--- config.mk ---
export PLATFORM = sky130hd
export DESIGN_NAME = nmea_back
export DESIGN_NICKNAME = d
export VERILOG_FILES = /design/src/sv/nmea_pkg.sv /design/src/sv/nmea_back.sv
export SDC_FILE = /design/constraint.sdc
export NUM_CORES = 1
export LEC_CHECK = 0
export ABC_CLOCK_PERIOD_IN_PS = 4200
export BUFFER_PORTS_ARGS = -buffer_cell sky130_fd_sc_hd__buf_2
export CAP_MARGIN = 5
export CORE_MARGIN = 10
export CORE_UTILIZATION = 45
export CTS_CLUSTER_SIZE = 14
export DETAILED_ROUTE_END_ITERATION = 12
export PLACE_DENSITY_LB_ADDON = 0.2
export SLEW_MARGIN = 30
export SYNTH_ARGS = -nofsm -noshare
export SYNTH_HDL_FRONTEND = slang
export SYNTH_SLANG_ARGS = --single-unit
--- constraint.sdc ---
create_clock -name clk -period 4.2 [get_ports clk]
set_clock_uncertainty 0.05 [all_clocks]
set_input_delay 0.21 -clock clk [delete_from_list [all_inputs] [get_ports clk]]
set_output_delay 0.21 -clock clk [all_outputs]
set_load 0.02 [all_outputs]
--- src/sv/nmea_pkg.sv ---
// Shared types and constants for the NMEA sentence checker.
// Holds the character codes, the token passed from the front end to the back end,
// and the sizes of the token queue and of the result word. No dependencies.
package nmea_pkg;

    // Character codes.
    localparam logic [7:0] CHAR_DOLLAR = 8'h24;
    localparam logic [7:0] CHAR_STAR   = 8'h2A;
    localparam logic [7:0] CHAR_COMMA  = 8'h2C;
    localparam logic [7:0] CHAR_CR     = 8'h0D;
    localparam logic [7:0] CHAR_LF     = 8'h0A;
    localparam logic [7:0] CHAR_G      = 8'h47;
    localparam logic [7:0] CHAR_N      = 8'h4E;
    localparam logic [7:0] CHAR_P      = 8'h50;
    localparam logic [7:0] CHAR_L      = 8'h4C;
    localparam logic [7:0] CHAR_0      = 8'h30;
    localparam logic [7:0] CHAR_9      = 8'h39;
    localparam logic [7:0] CHAR_UA     = 8'h41;
    localparam logic [7:0] CHAR_UF     = 8'h46;
    localparam logic [7:0] CHAR_LA     = 8'h61;
    localparam logic [7:0] CHAR_LF_HEX = 8'h66;

    // Sentence layout.
    localparam logic [2:0] TALKER_LEN  = 3'd5;
    localparam logic [2:0] TIME_FIELD  = 3'd5;
    localparam logic [2:0] FIELD_MAX   = 3'd7;
    localparam logic [2:0] TOKEN_MAX   = 3'd7;
    localparam logic [2:0] TIME_DIGITS = 3'd6;
    localparam logic [1:0] HEX_DIGITS  = 2'd2;

    // Reset value of the timezone register.
    localparam logic signed [4:0] TZ_RESET = 5'sd2;

    // Token queue and result word sizes.
    localparam int QUEUE_DEPTH = 4;
    localparam int QUEUE_PTR_W = 2;
    localparam int QUEUE_CNT_W = 3;
    localparam int OUT_DATA_W  = 48;

    // Kind of token handed from the front end to the back end.
    typedef enum logic [1:0] {
        TOK_START,
        TOK_END,
        TOK_CHAR
    } tok_kind_t;

    // One classified character of a sentence.
    typedef struct packed {
        tok_kind_t  kind;
        logic [7:0] ch;
        logic       is_star;
        logic       is_comma;
        logic       is_digit;
        logic       hex_ok;
        logic [3:0] hex_val;
        logic       is_g;
        logic       is_n_or_p;
        logic       is_l;
    } token_t;

endpackage

--- src/sv/nmea_back.sv ---
// Back end of the NMEA sentence checker: checksum, field parsing and result register.
// Consumes nmea_pkg::token_t tokens from the queue; depends on nmea_pkg.
module nmea_back (
    input  logic                            clk,
    input  logic                            rst_n,
    input  logic                            tok_valid,
    input  nmea_pkg::token_t                tok,
    output logic                            tok_pop,
    input  logic signed [4:0]               tz,
    output logic                            out_valid,
    input  logic                            out_ready,
    output logic [nmea_pkg::OUT_DATA_W-1:0] out_data
);

    logic        after_star_reg, after_star_next;
    logic [7:0]  xor_reg, xor_next;
    logic [1:0]  hex_cnt_reg, hex_cnt_next;
    logic [7:0]  hex_reg, hex_next;
    logic        hex_bad_reg, hex_bad_next;
    logic [2:0]  field_reg, field_next;
    logic [2:0]  tpos_reg, tpos_next;
    logic        tmatch_reg, tmatch_next;
    logic [2:0]  tdig_reg, tdig_next;
    logic        tstop_reg, tstop_next;
    logic [23:0] bcd_reg, bcd_next;
    logic        out_valid_reg, out_valid_next;
    logic [nmea_pkg::OUT_DATA_W-1:0] out_data_reg, out_data_next;

    logic        slot_free;
    logic        letter_ok;
    logic        pos;
    logic        tv;
    logic        ok;
    logic [6:0]  hour_utc;
    logic [6:0]  minute_bin;
    logic [6:0]  second_bin;
    logic signed [7:0] hour_sum;
    logic [6:0]  hour_out;

    assign slot_free = !out_valid_reg || out_ready;
    assign tok_pop   = tok_valid && ((tok.kind != nmea_pkg::TOK_END) || slot_free);
    assign out_valid = out_valid_reg;
    assign out_data  = out_data_reg;

    // Expected letter of the talker and sentence name at the current place.
    always_comb
    begin
        unique case (tpos_reg)
            3'd0:    letter_ok = tok.is_g;
            3'd1:    letter_ok = tok.is_n_or_p;
            3'd2:    letter_ok = tok.is_g;
            3'd3:    letter_ok = tok.is_l;
            3'd4:    letter_ok = tok.is_l;
            default: letter_ok = 1'b0;
        endcase
    end

    // Time digits are kept as six BCD digits and converted at the line end.
    always_comb
    begin
        hour_utc   = ({3'd0, bcd_reg[23:20]} << 3) + ({3'd0, bcd_reg[23:20]} << 1)
                     + {3'd0, bcd_reg[19:16]};
        minute_bin = ({3'd0, bcd_reg[15:12]} << 3) + ({3'd0, bcd_reg[15:12]} << 1)
                     + {3'd0, bcd_reg[11:8]};
        second_bin = ({3'd0, bcd_reg[7:4]} << 3) + ({3'd0, bcd_reg[7:4]} << 1)
                     + {3'd0, bcd_reg[3:0]};
        hour_sum   = $signed({1'b0, hour_utc}) + $signed({{3{tz[4]}}, tz});
        if (hour_sum > 8'sd63)
        begin
            hour_out = 7'd63;
        end
        else if (hour_sum < -8'sd64)
        begin
            hour_out = 7'h40;
        end
        else
        begin
            hour_out = hour_sum[6:0];
        end
    end

    // Result fields of the sentence that is closing.
    always_comb
    begin
        pos = tmatch_reg && (field_reg != 3'd0);
        tv  = pos && (tdig_reg != 3'd0);
        ok  = after_star_reg ? (!hex_bad_reg && (hex_cnt_reg == nmea_pkg::HEX_DIGITS)
                                && (hex_reg == xor_reg)) : 1'b1;
    end

    // Per-token state update.
    always_comb
    begin
        after_star_next = after_star_reg;
        xor_next        = xor_reg;
        hex_cnt_next    = hex_cnt_reg;
        hex_next        = hex_reg;
        hex_bad_next    = hex_bad_reg;
        field_next      = field_reg;
        tpos_next       = tpos_reg;
        tmatch_next     = tmatch_reg;
        tdig_next       = tdig_reg;
        tstop_next      = tstop_reg;
        bcd_next        = bcd_reg;
        out_data_next   = out_data_reg;
        out_valid_next  = out_valid_reg && !out_ready;

        if (tok_pop)
        begin
            unique case (tok.kind)
                nmea_pkg::TOK_START:
                begin
                    after_star_next = 1'b0;
                    xor_next        = 8'd0;
                    hex_cnt_next    = 2'd0;
                    hex_next        = 8'd0;
                    hex_bad_next    = 1'b0;
                    field_next      = 3'd0;
                    tpos_next       = 3'd0;
                    tmatch_next     = 1'b1;
                    tdig_next       = 3'd0;
                    tstop_next      = 1'b0;
                    bcd_next        = 24'd0;
                end
                nmea_pkg::TOK_END:
                begin
                    out_valid_next = 1'b1;
                    out_data_next  = {7'd0,
                                      tv ? second_bin : 7'd0,
                                      tv ? minute_bin : 7'd0,
                                      tv ? hour_out : 7'd0,
                                      tv, pos,
                                      after_star_reg ? hex_reg : 8'd0,
                                      xor_reg,
                                      after_star_reg, ok};
                end
                nmea_pkg::TOK_CHAR:
                begin
                    if (!after_star_reg)
                    begin
                        if (tok.is_star)
                        begin
                            after_star_next = 1'b1;
                        end
                        else
                        begin
                            xor_next = xor_reg ^ tok.ch;
                            if (tok.is_comma)
                            begin
                                if ((field_reg == 3'd0) && (tpos_reg != nmea_pkg::TALKER_LEN))
                                begin
                                    tmatch_next = 1'b0;
                                end
                                if (field_reg == nmea_pkg::TIME_FIELD)
                                begin
                                    tstop_next = 1'b1;
                                end
                                if (field_reg != nmea_pkg::FIELD_MAX)
                                begin
                                    field_next = field_reg + 1'b1;
                                end
                            end
                            else if (field_reg == 3'd0)
                            begin
                                if (!letter_ok)
                                begin
                                    tmatch_next = 1'b0;
                                end
                                if (tpos_reg != nmea_pkg::TOKEN_MAX)
                                begin
                                    tpos_next = tpos_reg + 1'b1;
                                end
                            end
                            else if ((field_reg == nmea_pkg::TIME_FIELD) && !tstop_reg)
                            begin
                                if (tok.is_digit && (tdig_reg < nmea_pkg::TIME_DIGITS))
                                begin
                                    bcd_next  = {bcd_reg[19:0], tok.hex_val};
                                    tdig_next = tdig_reg + 1'b1;
                                end
                                else
                                begin
                                    tstop_next = 1'b1;
                                end
                            end
                        end
                    end
                    else if (hex_cnt_reg < nmea_pkg::HEX_DIGITS)
                    begin
                        // A bad digit shifts in as zero and spoils the match.
                        hex_next     = {hex_reg[3:0], tok.hex_ok ? tok.hex_val : 4'd0};
                        hex_bad_next = hex_bad_reg || !tok.hex_ok;
                        hex_cnt_next = hex_cnt_reg + 1'b1;
                    end
                end
                default:
                begin
                    out_valid_next = out_valid_reg && !out_ready;
                end
            endcase
        end
    end

    // Sentence accumulators carry no reset; a start token clears them.
    always_ff @(posedge clk)
    begin
        xor_reg      <= xor_next;
        hex_reg      <= hex_next;
        bcd_reg      <= bcd_next;
        out_data_reg <= out_data_next;
    end

    always_ff @(posedge clk or negedge rst_n)
    begin
        if (!rst_n)
        begin
            after_star_reg <= 1'b0;
            hex_cnt_reg    <= 2'd0;
            hex_bad_reg    <= 1'b0;
            field_reg      <= 3'd0;
            tpos_reg       <= 3'd0;
            tmatch_reg     <= 1'b1;
            tdig_reg       <= 3'd0;
            tstop_reg      <= 1'b0;
            out_valid_reg  <= 1'b0;
        end
        else
        begin
            after_star_reg <= after_star_next;
            hex_cnt_reg    <= hex_cnt_next;
            hex_bad_reg    <= hex_bad_next;
            field_reg      <= field_next;
            tpos_reg       <= tpos_next;
            tmatch_reg     <= tmatch_next;
            tdig_reg       <= tdig_next;
            tstop_reg      <= tstop_next;
            out_valid_reg  <= out_valid_next;
        end
    end

endmodule

=== Word level (Yosys, flattened, before mapping) ===
Cells that the tools add are included.

* Register bits after elaboration: 97
* Input bits: 30
* Output and inout bits: 50
* Logic and storage cells: 161

* $add $sub $neg: 11
* $lt $le $gt $ge: 4
* Equality and inequality tests: 32
* Multiplexer cells: 61
* Bitwise logic cells: 2
* Reductions and logical operators: 35

{| class="wikitable"
|+ Operators by type and width
! cell !! number
|-
| 2-to-1 mux 24 bit || 6
|-
| one-hot mux 24 bit (2 select lines) || 1
|-
| 2-to-1 mux 3 bit || 15
|-
| 2-to-1 mux 8 bit || 4
|-
| one-hot mux 8 bit (2 select lines) || 2
|-
| != test 3 bit, second input constant || 10
|-
| != test 2 bit, second input constant || 12
|-
| adder 7 x 4 -> 7 bit || 3
|-
| adder 7 x 5 -> 7 bit || 3
|-
| 2-to-1 mux 1 bit || 19
|-
| one-hot mux 3 bit (2 select lines) || 3
|-
| AND reduction 8 bit || 2
|-
| AND reduction 7 bit || 2
|-
| adder 3 x 1 -> 3 bit, second input constant || 3
|-
| logical AND 1 bit || 9
|-
| adder 8 x 5 -> 8 bit || 1
|-
| == test 8 bit || 1
|-
| greater-than comparator 8 x 7 -> 1 bit, second input constant || 1
|-
| less-than comparator 8 x 7 -> 1 bit, second input constant || 1
|-
| one-hot mux 1 bit (2 select lines) || 4
|-
| AND reduction 4 bit || 2
|-
| XOR 8 bit || 1
|-
| 2-to-1 mux 7 bit || 1
|-
| == test 3 x 2 -> 1 bit, second input constant || 2
|-
| other kinds (23) || 37
|}

=== Depth between registers and ports, before layout ===
Gate-level depths: netlist of run 1.

* Word-level depth: 9
* Depth in mapped cells: 12
* Mapped depth without buffers: 12

=== Least setup slack after synthesis of run 1 ===
No wires, ideal clock.

* Kind: register to register
* Start point: reg bcd_reg[19]
* End point: reg out_data_reg, in the netlist out_data[23] (data pin)
* Setup time: 0.269 ns
* Data arrival time: 3.149 ns
* Data required time: 3.881 ns
* Path slack: 0.733 ns
* Cell stages (with the launch flop): 12
* Path buffers: 0
* Period minus slack after synthesis: 3.467 ns
* Cell sequence: edfxtp_1 -> fa_1 -> fa_1 -> a21o_1 -> a21oi_1 -> xnor2_1 -> ha_1 -> a21oi_1 -> o211ai_1 -> a221o_1 -> nor2_4 -> o31ai_1

* Cells in the longest elaborated chain, start to end: 5
* Elaborated cells between the ends (all ways): 6
* Classes of those cells: 2 x add/sub; 2 x order compare; 2 x mux

{| class="wikitable"
|+ Ends and longest elaborated chain
! item !! line !! RTL
|-
| from (decl) || nmea_back.sv:25 || <nowiki>logic [23:0] bcd_reg, bcd_next;</nowiki>
|-
| from (signal assigned) || nmea_back.sv:209 || <nowiki>bcd_reg <= bcd_next;</nowiki>
|-
| adder 7 x 4 -> 7 bit * || nmea_back.sv:62 || <nowiki>+ {3'd0, bcd_reg[19:16]};</nowiki>
|-
| adder 8 x 5 -> 8 bit * || nmea_back.sv:67 || <nowiki>hour_sum = $signed({1'b0, hour_utc}) + $signed({{3{tz[4]}}, tz});</nowiki>
|-
| less-than comparator 8 x 7 -> 1 bit || nmea_back.sv:72 || <nowiki>else if (hour_sum < -8'sd64)</nowiki>
|-
| 2-to-1 mux 7 bit || nmea_back.sv:72 ||
|-
| 2-to-1 mux 6 bit * || nmea_back.sv:68 || <nowiki>if (hour_sum > 8'sd63)</nowiki>
|-
| to (signal assigned) || nmea_back.sv:210 || <nowiki>out_data_reg <= out_data_next;</nowiki>
|-
| to (decl) || nmea_back.sv:27 || <nowiki>logic [nmea_pkg::OUT_DATA_W-1:0] out_data_reg, out_data_next;</nowiki>
|}

Every way passes the cells marked *; elsewhere a longest branch is shown, timed or not.
A chain may end at the register's enable or synchronous reset.

=== Worst setup path in the final report of run 1 ===
Ends and elaborated chain as after synthesis.

==> results.sh, run 1 <==
export IMPL_first_pass_iters=4
export IMPL_grt_max_degree=38
export IMPL_ys_types=53
export IMPL_top_layer_used="met4"
export IMPL_syn_area_mm2=0.00502
export IMPL_max_stage_delay_ns=0.55
export IMPL_fmax_mhz=267
export IMPL_setup_worst_path_end="out_data[23]"
export IMPL_arrival_ns=3.80
export IMPL_final_cells=612
export IMPL_setup_viol=0
export IMPL_worstPathMaxFanout=7
export IMPL_cts_buffers=9
export IMPL_r2r_slack_ns=0.45
export IMPL_multi_input_area_mm2=0.00206
export IMPL_antenna_left=0
export IMPL_yosysTopAreaCell="edfxtp_1"
export IMPL_areaGrowthSynthToFinish_pct=13.6
export IMPL_route_met3_wl_um=406
export IMPL_grtUsageTotal_pct=12.6
export IMPL_grt_pass1_wl_um=16400
export IMPL_fin_setup_tns_ns=0
export IMPL_wl_per_cell_um=16.4
export IMPL_post_route_min_period_ns=3.75
export IMPL_drcViolationCount=0
export IMPL_rr_worst_depth=11
export IMPL_routed_wl_um=10000
export IMPL_synth_async_sr_flop_share_pct=16.5
export IMPL_n_antenna_cell=0
export IMPL_critPathKind="reg2reg"
export IMPL_ys_warn_count=0
export IMPL_clockRootBuffer="clkbuf_8"
export IMPL_post_route_period_util_pct=89.2
export IMPL_htreeDepth=3
export IMPL_synthCells=394
export IMPL_grt_pass1_vias=3383
export IMPL_hp_class="in2reg"
export IMPL_io_pins=80
export IMPL_synth_top_cell_area_share_pct=48.4
export IMPL_gpl_final_weighted_congestion=0.842
export IMPL_required_ns=4.25
export IMPL_start_util_pct=46.2
export IMPL_clock_path_buffers=2
export IMPL_outcome="completed"
export IMPL_path_cells="fa_1 -> fa_1 -> a21o_1 -> a21oi_1 -> xnor2_1 -> ha_1 -> a21oi_1 -> a21boi_1 -> a221o_1 -> nor2_4 -> o31ai_1"
export IMPL_core_mm2=0.0109
export IMPL_ir_drop_mv=0.139
export IMPL_cp_slowest_cell="fa_1"
export IMPL_overflow=0
export IMPL_cellLeakagePower_nw=2.47
export IMPL_fp_dieArea_mm2=0.0158
export IMPL_r2r_start="bcd_reg[19]"
export IMPL_cp_num_buf_inv=0
export IMPL_cp_startpoint="bcd_reg[19]"
export IMPL_synth_most_common_cell="edfxtp_1"
export IMPL_die_height_um=126
export IMPL_max_slew_margin_pct=42.5
export IMPL_antenna_found_initial=0
export IMPL_worstSkewPairLatency_ns=0.37
export IMPL_core_rowCount=38
export IMPL_slew_violations=0
export IMPL_rr_endpoint="out_data[23]"
export IMPL_ys_seq_area_share_pct=56.4
export IMPL_dp_slack_ns=0.442
export IMPL_wl_met2_um=5060
export IMPL_finish_utilization_pct=52.4
export IMPL_finalPower_mw=2.01
export IMPL_clock_sinks=97
export IMPL_drt_iter0_drc=206
export IMPL_vias=3158
export IMPL_rsz0062_at_grt="false"
export IMPL_power_density_mw_per_mm2=351
export IMPL_fillCellCount=971
export IMPL_hpwl_um=7320
export IMPL_m1WireLength_um=4410
export IMPL_postCtsSetupBuffers=0
export IMPL_cts_tree="yes"
export IMPL_worst_slew_pin_slew_ns=0.862
export IMPL_drive_above_1_share_pct=22.0
export IMPL_place_port_buffers=72
export IMPL_endpoint_kind="flop"
export IMPL_regArea_mm2=0.00283
export IMPL_clkTransAtPathRegs_ns=0.10
export IMPL_syn_mean_instance_area_um2=12.8
export IMPL_post_place_cells=596
export IMPL_timing_final_ws_setup_ns=0.452
export IMPL_hold_viol_final=0
export IMPL_ys_top_cells_by_count="edfxtp_1, ha_1, and3_1"
export IMPL_synth_edf_count=81
export IMPL_synth_ff_type="edfxtp_1"
export IMPL_cp_depth=11
export IMPL_ys_ff_latch=97
export IMPL_largest_reg_flops=41
export IMPL_vias_per_cell=5.16
export IMPL_max_cap_violations=0
export IMPL_synth_area_leaders="edfxtp_1, ha_1, dfrtp_1"
export IMPL_final_nets=545
export IMPL_start_kind="flop"
export IMPL_die_w_um=126
export IMPL_cpLargestDelayFamily="adder cells"
[placed cells by master, fill, tap and decap left out, drive strengths merged, types with 15 or more instances in the layout]
cell type   n
nor2       25
edfxtp     81
nand2      19
buf        74
ha         40
inv        20
dfrtp      15
and3       32
a21oi      15
and2       17
o21ai      15
[final cells by class]
type                       instances  area share (%)
sequential                        97            49.6
multi-input combinational        267            36.0
timing repair buffer              75            6.75
tap                              140            3.07
clock buffer                       9            2.17
clock inverter                     6            1.18
inverter                          18            1.18
[power breakdown]
| part | internal [mW] | total, mW | switching (mW) |
|---|---|---|---|
| sequential | 1.09 | 1.11 | 0.0284 |
| combinational | 0.112 | 0.279 | 0.167 |
| clock | 0.277 | 0.614 | 0.338 |
| total | 1.47 | 2.01 | 0.533 |
[layer usage]
metal	vias up	GRT usage, %
met2	56	21.6
met4	0	5.08
met5	-	0
met3	9	2.94
li1	1570	-
met1	1523	14.8
[worst register-to-register path, cell delays in order, from the launching register on]
cell and delay, ns:
edfxtp_1 0.42, fa_1 0.55, fa_1 0.48, a21o_1 0.21, a21oi_1 0.17, xnor2_1 0.14
ha_1 0.31, a21oi_1 0.29, a21boi_1 0.11, a221o_1 0.44, nor2_4 0.21, o31ai_1 0.11
[logic make-up after synthesis]
family | share of synthesized area (%)
flip-flops | 56.4
AND/OR/NAND/NOR | 13.3
buffers and inverters | 3.24
other | 0.0746
XOR/XNOR | 4.71
adder cells (fa/ha/maj) | 12.7
AO/OA/AOI/OAI | 9.51
[metrics by stage]
step,hold WS (ns),area [um2]
finish,0.0477,5710
global route,0.0915,5710
CTS,0.0387,5700
detailed placement,0.102,5500
global placement,0.0994,5500
floorplan,-0.136,5050
[how the worst min path moves through the flow]
stage	start	end	slack, ns	cells after the start
after floorplan	rst_n	after_star_reg	-0.14	0
after CTS	out_ready	out_valid	0.04	3
final	out_ready	out_valid	0.05	3
after detailed placement	rst_n	tpos_reg[0]	0.10	1
after global placement	rst_n	tpos_reg[0]	0.1	1
after global routing	out_ready	out_valid	0.09	3
[repair_timing]
action | 4_1_cts | 5_1_grt
hold endpoints to repair | 16 | 0
hold buffers | 1 | 0
resized for setup | 0 | 0
No activity file was read; power rests on OpenSTA's default activity.
==> run 2, diff against run 1 <==
Settings changed: MAX_ROUTING_LAYER set to met4.
==> results.sh, run 2 (synthesis results as in run 1) <==
export IMPL_min_from="out_ready"
export IMPL_htreeDepth=3
export IMPL_grtUsageTotal_pct=12.9
export IMPL_post_route_min_period_ns=3.75
export IMPL_cts_tree="yes"
export IMPL_max_cap_violations=0
export IMPL_fin_hold_ws_ns=0.0505
export IMPL_start_kind="flop"
export IMPL_core_rowCount=38
export IMPL_first_pass_iters=4
export IMPL_final_nets=545
export IMPL_cp_startpoint="bcd_reg[19]"
export IMPL_outcome="completed"
export IMPL_place_area_mm2=0.00550
export IMPL_clock_path_buffers=2
export IMPL_required_ns=4.25
export IMPL_cpLargestDelayFamily="adder cells"
export IMPL_drt_iter0_drc=192
export IMPL_fmax_mhz=267
export IMPL_core_mm2=0.0109
export IMPL_holdPathEnd="out_valid"
export IMPL_drive_above_1_share_pct=22.0
export IMPL_clockRootBuffer="clkbuf_8"
export IMPL_antenna_found_initial=0
export IMPL_grt_pass1_vias=3373
export IMPL_arrival_ns=3.79
export IMPL_max_slew_margin_pct=42.8
export IMPL_start_util_pct=46.2
export IMPL_worstSkewPairLatency_ns=0.37
export IMPL_die_w_um=126
export IMPL_clock_sinks=97
export IMPL_areaGrowthSynthToFinish_pct=13.6
export IMPL_cts_buffers=9
export IMPL_routed_wl_um=10000
export IMPL_final_common_cell="edfxtp_1"
export IMPL_grt_pass1_wl_um=16400
export IMPL_antenna_left=0
export IMPL_rr_worst_depth=11
export IMPL_clkTransAtPathRegs_ns=0.10
export IMPL_setup_viol=0
export IMPL_r2r_slack_ns=0.45
export IMPL_final_cell_mix="edfxtp_1, buf_2, ha_1"
export IMPL_largest_reg_flops=41
export IMPL_worstPathMaxFanout=7
export IMPL_die_height_um=126
export IMPL_rr_endpoint="out_data[23]"
export IMPL_hold_viol_final=0
export IMPL_worst_slew_pin_slew_ns=0.857
export IMPL_wl_per_cell_um=16.4
export IMPL_regArea_mm2=0.00283
export IMPL_fp_dieArea_mm2=0.0158
export IMPL_timing_final_ws_setup_ns=0.452
export IMPL_n_antenna_cell=0
export IMPL_hp_class="in2reg"
export IMPL_r2r_start="bcd_reg[19]"
export IMPL_grt_max_degree=38
export IMPL_drcViolationCount=0
export IMPL_critPathKind="reg2reg"
export IMPL_ir_drop_mv=0.140
export IMPL_post_route_period_util_pct=89.2
export IMPL_vias_per_cell=5.20
export IMPL_hpwl_um=7320
export IMPL_endpoint_kind="flop"
export IMPL_place_port_buffers=72
export IMPL_fin_area_mm2=0.00571
export IMPL_power_density_mw_per_mm2=352
export IMPL_vias=3182
export IMPL_fin_setup_tns_ns=0
export IMPL_postCtsSetupBuffers=0
export IMPL_cp_slowest_cell="fa_1"
export IMPL_cp_num_buf_inv=0
export IMPL_max_stage_delay_ns=0.55
export IMPL_dp_slack_ns=0.442
export IMPL_rsz0062_at_grt="false"
export IMPL_overflow=0
export IMPL_multi_input_area_mm2=0.00206
export IMPL_path_cells="fa_1 -> fa_1 -> a21o_1 -> a21oi_1 -> xnor2_1 -> ha_1 -> a21oi_1 -> a21boi_1 -> a221o_1 -> nor2_4 -> o31ai_1"
export IMPL_hold_depth=3
export IMPL_io_pins=80
export IMPL_slew_violations=0
export IMPL_gpl_final_weighted_congestion=0.855
export IMPL_fillCellCount=971
export IMPL_cellLeakagePower_nw=2.47
## run 2: cell counts in the layout (fill, tap and decap cells not counted)
Identical to the previous run, type by type.
## run 2: through the flow
stage | std cells | util, % | total power [mW]
6_report | 612 | 52.4 | 2.01
5_1_grt | 612 | 52.4 | 2.09
4_1_cts | 612 | 52.4 | 2.02
3_5_place_dp | 596 | 50.5 | 1.41
3_3_place_gp | 596 | 50.5 | 1.41
2_1_floorplan | 400 | - | 1.34
## run 2: per-layer routing
metal / up-vias / share of wire [%] / GRT usage, %
li1: 1570 / - / -
met2: 61 / 50 / 21.5
met1: 1538 / 44 / 15.0
met3: 13 / 3.3 / 2.60
met5: - / 0 / -
met4: 0 / 1.8 / 5.28
## run 2: power breakdown
group	internal (mW)	switching, mW	total (mW)	leakage [nW]
Clock	0.277	0.338	0.615	0.0990
Sequential	1.09	0.0287	1.11	0.972
Combinational	0.112	0.167	0.279	1.40
Total	1.47	0.535	2.01	2.47
## run 2: worst min-delay path, cell delays in order
cell and delay, ns:
buf_2 0.07, nand2b_1 0.11, nand2_1 0.05
## run 2: worst max-delay path by stage
stage	cells past startpoint	endpoint
6_report	11	out_data[23]
5_1_grt	11	out_data[23]
4_1_cts	11	out_data[23]
3_5_place_dp	11	out_data[23]
3_3_place_gp	11	out_data[25]
2_1_floorplan	11	out_data[23]
## run 2: cell type report
| class | instances | area share [%] |
|---|---|---|
| Clock inverter | 6 | 1.18 |
| Inverter | 18 | 1.18 |
| Sequential cell | 97 | 49.6 |
| Tap cell | 140 | 3.07 |
| Timing Repair Buffer | 75 | 6.75 |
| Clock buffer | 9 | 2.17 |
| Multi-Input combinational cell | 267 | 36.0 |
## run 2: timing repair
action	4_1_cts	5_1_grt
endpoints found under the hold margin	16	0
hold buffers	1	0
resized for setup	0	0
